===== config.mk =====
export PLATFORM = sky130hd
export DESIGN_NAME = pli_div
export DESIGN_NICKNAME = d
export VERILOG_FILES = /design/src/rtl/pli_pkg.sv /design/src/rtl/pli_div.sv
export SDC_FILE = /design/constraint.sdc
export NUM_CORES = 1
export LEC_CHECK = 0
export BUFFER_PORTS_ARGS = -buffer_cell sky130_fd_sc_hd__buf_2
export CAP_MARGIN = 10
export CELL_PAD_IN_SITES_DETAIL_PLACEMENT = 0
export CELL_PAD_IN_SITES_GLOBAL_PLACEMENT = 2
export CORE_MARGIN = 2
export CORE_UTILIZATION = 36
export CTS_CLUSTER_DIAMETER = 200
export DETAILED_ROUTE_END_ITERATION = 8
export GPL_TIMING_DRIVEN = 0
export PLACE_DENSITY = 0.78
export SLEW_MARGIN = 20
export SYNTH_ARGS = -nofsm -noshare
export SYNTH_HDL_FRONTEND = slang
export SYNTH_SLANG_ARGS = --single-unit

===== constraint.sdc =====
create_clock -name aclk -period 4.3 [get_ports aclk]
set_input_delay 1.29 -clock aclk [delete_from_list [all_inputs] [get_ports aclk]]
set_output_delay 1.29 -clock aclk [all_outputs]
set_load 0.05 [all_outputs]

===== src/rtl/pli_pkg.sv =====
// Package for the piecewise linear interpolator: widths, op and status codes.
// No dependencies.
`timescale 1ns / 1ps
`default_nettype none
package pli_pkg;
    localparam int MAX_POINTS  = 256;
    localparam int VALUE_WIDTH = 32;
    localparam int ADDR_W      = $clog2(MAX_POINTS);
    localparam int CNT_W       = $clog2(MAX_POINTS + 1);
    localparam int FRAC_W      = 16;
    localparam int OP_W        = 2;
    localparam int STAT_W      = 3;

    localparam logic [OP_W-1:0] OP_CLEAR  = 2'd0;
    localparam logic [OP_W-1:0] OP_APPEND = 2'd1;
    localparam logic [OP_W-1:0] OP_QUERY  = 2'd2;

    localparam logic [STAT_W-1:0] ST_OK    = 3'd0;
    localparam logic [STAT_W-1:0] ST_LOW   = 3'd1;
    localparam logic [STAT_W-1:0] ST_HIGH  = 3'd2;
    localparam logic [STAT_W-1:0] ST_EQUAL = 3'd3;
    localparam logic [STAT_W-1:0] ST_EMPTY = 3'd4;
    localparam logic [STAT_W-1:0] ST_FULL  = 3'd5;

    typedef logic signed [VALUE_WIDTH-1:0] val_t;
endpackage
`default_nettype wire


===== src/rtl/pli_div.sv =====
// Restoring divider for the interpolation weight, one quotient bit per cycle.
// Depends on pli_pkg.
`timescale 1ns / 1ps
`default_nettype none
module pli_div
    import pli_pkg::*;
(
    input  wire                    aclk,
    input  wire                    aresetn,
    input  wire                    start,
    input  wire [VALUE_WIDTH:0]    num,   // magnitude, num < den
    input  wire [VALUE_WIDTH:0]    den,
    output logic                   busy,
    output logic [FRAC_W-1:0]      quo
);
    logic [VALUE_WIDTH+1:0] rem_reg;
    logic [VALUE_WIDTH:0]   den_reg;
    logic [FRAC_W-1:0]      q_reg;
    logic [4:0]             cnt_reg;
    logic [VALUE_WIDTH+1:0] sh;
    logic                   ge;

    assign sh   = {rem_reg[VALUE_WIDTH:0], 1'b0};
    assign ge   = sh >= {1'b0, den_reg};
    assign busy = cnt_reg != 5'd0;
    assign quo  = q_reg;

    always_ff @(posedge aclk) begin
        if (!aresetn) begin
            cnt_reg <= 5'd0;
        end else if (start) begin
            cnt_reg <= 5'(FRAC_W);
        end else if (busy) begin
            cnt_reg <= cnt_reg - 5'd1;
        end
        if (start) begin
            rem_reg <= {1'b0, num};
            den_reg <= den;
            q_reg   <= '0;
        end else if (busy) begin
            rem_reg <= ge ? sh - {1'b0, den_reg} : sh;
            q_reg   <= {q_reg[FRAC_W-2:0], ge};
        end
    end
endmodule
`default_nettype wire


==> flow_results.xml <==
<?xml version="1.0" encoding="UTF-8"?>
<metrics>
  <group name="sta">
    <metric name="timing_worst_slew_pin_value" unit="ns">0.8978</metric>
    <metric name="max_freq" unit="GHz">0.2751</metric>
    <metric name="timing_hold_violations_final" unit="">0</metric>
    <metric name="setup_viol" unit="">0</metric>
    <metric name="rsz0062_at_grt" unit="">false</metric>
    <metric name="timing.slew.headroom" unit="%">40.15</metric>
    <metric name="final_period_minus_worst_setup_slack" unit="ns">3.635</metric>
    <metric name="totalNegativeSetupSlack" unit="ns">0</metric>
    <metric name="finalCritPeriodShare" unit="%">84.52</metric>
    <metric name="report.final.slew_viol_count" unit="">0</metric>
    <metric name="fin_skew" unit="ns">0.008815</metric>
  </group>
  <group name="synthesis">
    <metric name="post-synth-top-count-cell" unit="">nand2_1</metric>
    <metric name="postSynthCellCount" unit="">552</metric>
    <metric name="netlist.area_leader.share" unit="%">36.02</metric>
    <metric name="number_of_flops_mapped_to_enable_cells_by_yosys" unit="">66</metric>
    <metric name="synth-seq-area-share" unit="%">43.67</metric>
    <metric name="ys_ff_latch" unit="">87</metric>
    <metric name="synth_top_cell_by_area" unit="">edfxtp_1</metric>
    <metric name="synth_ff_type" unit="">edfxtp_1</metric>
    <metric name="syn-num-nets" unit="">657</metric>
    <metric name="synth_cell_types" unit="">54</metric>
    <metric name="avgSynthCellArea" unit="µm²">9.967</metric>
    <metric name="yosys_warnings" unit="">0</metric>
    <metric name="ys_top_cells_by_count" unit="">68 x nand2_1, 66 x edfxtp_1, 54 x a21oi_1</metric>
    <metric name="syn_area" unit="µm²">5502</metric>
    <metric name="asyncSetResetFlopFracSynth" unit="%">0</metric>
    <metric name="synth.area.top_cells" unit="">edfxtp_1 36%, ha_1 8.0%, dfxtp_1 7.6%</metric>
  </group>
  <group name="grt">
    <metric name="gr-total-overflow" unit="">0</metric>
    <metric name="global_route.usage.total" unit="%">17.60</metric>
    <metric name="number_of_antenna_violations_at_the_first_check_in_global_routing" unit="">1</metric>
    <metric name="grt_max_degree" unit="">36</metric>
    <metric name="grt_pass1_wl" unit="mm">22.24</metric>
    <metric name="via_count_of_the_first_global_routing_pass" unit="">4437</metric>
  </group>
  <group name="pwr">
    <metric name="cellLeakagePower" unit="µW">0.002807</metric>
    <metric name="p_per_area" unit="nW/µm²">720.8</metric>
    <metric name="clock_power_share" unit="%">16.9</metric>
    <metric name="netSwitchingFraction" unit="%">39.93</metric>
    <metric name="power.combinational.fraction" unit="%">55.4</metric>
    <metric name="design_power_total" unit="µW">4683</metric>
    <metric name="power.ir.vdd_worst" unit="mV">0.2668</metric>
    <metric name="p_int" unit="µW">2813</metric>
    <metric name="sequential_cell_fraction_of_total_power" unit="%">27.7</metric>
    <metric name="p_sw" unit="µW">1870</metric>
  </group>
  <group name="flow_run">
    <metric name="max_cap_violations" unit="">0</metric>
  </group>
  <group name="route">
    <metric name="route.vias.total" unit="">4344</metric>
    <metric name="drc_errors" unit="">0</metric>
    <metric name="ant_nets" unit="">0</metric>
    <metric name="routed_via_density" unit="">5.147</metric>
    <metric name="drt_iter0_markers" unit="">190</metric>
    <metric name="dr.pass1.iters" unit="">4</metric>
    <metric name="totalWireLength" unit="mm">13.65</metric>
    <metric name="wl_per_cell" unit="µm">16.17</metric>
  </group>
  <group name="critical_path">
    <metric name="timing.critical_path.arrival" unit="ns">3.69</metric>
    <metric name="worst_setup_path_end_kind" unit="">flop</metric>
    <metric name="critPathRequiredTime" unit="ns">4.35</metric>
    <metric name="worstPathMaxFanout" unit="">35</metric>
    <metric name="startpoint_type" unit="">input pin</metric>
    <metric name="timing.setup.critical_path_class" unit="">in2reg</metric>
  </group>
  <group name="clocking">
    <metric name="clock_tree_from_tritoncts" unit="">built</metric>
    <metric name="clock_sinks" unit="">87</metric>
    <metric name="holdBufCountCts" unit="">0</metric>
    <metric name="worst_skew_pair.late_latency" unit="ns">0.36</metric>
    <metric name="clk_pin_slew" unit="ns">0.07</metric>
    <metric name="numCtsBuffers" unit="">9</metric>
    <metric name="cts.root.buffer_cell" unit="">clkbuf_16</metric>
    <metric name="cts_resized" unit="">0</metric>
    <metric name="cts-htree-levels" unit="">3</metric>
    <metric name="max-clock-path-buffers" unit="">2</metric>
    <metric name="post-cts-setup-buffer-count" unit="">0</metric>
  </group>
  <group name="layout">
    <metric name="post_route_cells_drive_above_1_share" unit="%">24.12</metric>
    <metric name="syn_to_final_growth" unit="%">18.08</metric>
    <metric name="num-nets-final" unit="">755</metric>
    <metric name="count_of_filler_cells_inserted_in_the_layout" unit="">1510</metric>
  </group>
  <group name="floorplan">
    <metric name="die_h" unit="µm">127.6</metric>
    <metric name="ioPinCount" unit="">86</metric>
    <metric name="rows" unit="">45</metric>
    <metric name="std_cell_core_area" unit="µm²">15090</metric>
    <metric name="floorplan.initialDensity" unit="%">36.46</metric>
    <metric name="dieWidth" unit="µm">127.6</metric>
    <metric name="die_area" unit="µm²">16290</metric>
  </group>
  <group name="status">
    <metric name="run_status" unit="">completed</metric>
  </group>
  <group name="worst_hold_path">
    <metric name="hold_class" unit="">reg2reg</metric>
  </group>
  <group name="place">
    <metric name="port_buffers" unit="">85</metric>
    <metric name="post-dp-hpwl" unit="mm">10.07</metric>
    <metric name="place.gp.congestion" unit="">0.8304</metric>
  </group>
</metrics>
==> metal layers <==
| layer | share of wire [%] | track usage (%) |
|---|---|---|
| met3 | 4.7 | 5.025 |
| met4 | 1.1 | 4.072 |
| met1 | 48 | 23.25 |
| met5 | 0 | 0 |
| met2 | 46 | 28.69 |
==> critical path: stages <==
cell and delay, ns:
buf_2 0.68, clkbuf_1 0.44, clkbuf_1 0.54, nand2b_2 0.48, buf_12 0.24
==> through the flow <==
stage	instance area [µm²]	hold slack (ns)	instances	utilization [%]	worst slack (ns)
floorplan	5502	0.4840	552	-	1.042
global placement	6162	0.4511	825	40.84	-0.6181
detailed placement	6196	0.4570	827	41.06	0.1742
CTS	6494	0.4679	843	43.03	0.5489
global route	6494	0.4840	843	43.03	0.3906
finish	6496	0.4605	844	43.05	0.6654
==> layout make-up <==
type                       instances  area [µm²]  area share, %
multi-input combinational        403        2840          43.72
sequential                        87        2402          36.98
timing repair buffer              87       450.4          6.934
tap                              188       235.2          3.621
clock buffer                       9       225.2          3.467
inverter                          44       165.2          2.542
buffer                            18       102.6          1.579
clock inverter                     7       72.57          1.117
antenna                            1       2.502        0.03852
==> power groups by stage <==
stage	logic, µW	clock network (µW)	registers (µW)
finish	2590	791	1300
global route	2900	854	1330
CTS	2610	822	1300
detailed placement	2590	0	1310
global placement	2570	0	1310
floorplan	2040	0	1310
==> cells in the final DEF, fill, tap and decap left out, drive strengths merged, types with 8 or more instances in the layout <==
| master | count |
|---|---|
| buf | 93 |
| nand2 | 68 |
| edfxtp | 66 |
| a21oi | 59 |
| inv | 49 |
| ha | 35 |
| mux2 | 35 |
| nor2 | 27 |
| dfxtp | 21 |
| clkbuf | 21 |
| o21ai | 20 |
| xnor2 | 17 |
| a21o | 15 |
| nor3 | 14 |
| xor2 | 12 |
| nor2b | 12 |
| nand3 | 9 |
| nand2b | 8 |
==> worst paths after layout <==
kind | from | to | slack, ns | depth (start not counted)
worst min register to register | quo[15] | quo[15] | 0.46 | 2
worst max-delay path | start | rem_reg[17] | 0.67 | 5
worst max register to register | rem_reg[0] | rem_reg[18] | 0.95 | 11
worst min-delay path | quo[15] | quo[15] | 0.46 | 2
==> cell families (layout without fill, tap and decap cells) <==
group	Yosys count	in the layout	share of synthesized area, %
buffers and inverters	62	165	4.867
adders and majority gates	36	36	8.324
and+or+nand+nor	171	171	15.03
muxes	38	38	8.597
other	0	1	0
DFF	87	87	43.67
AOI/OAI and AO/OA	129	129	14.90
xor gates and xnor gates	29	29	4.617
Power figures use the tool's default switching activity.
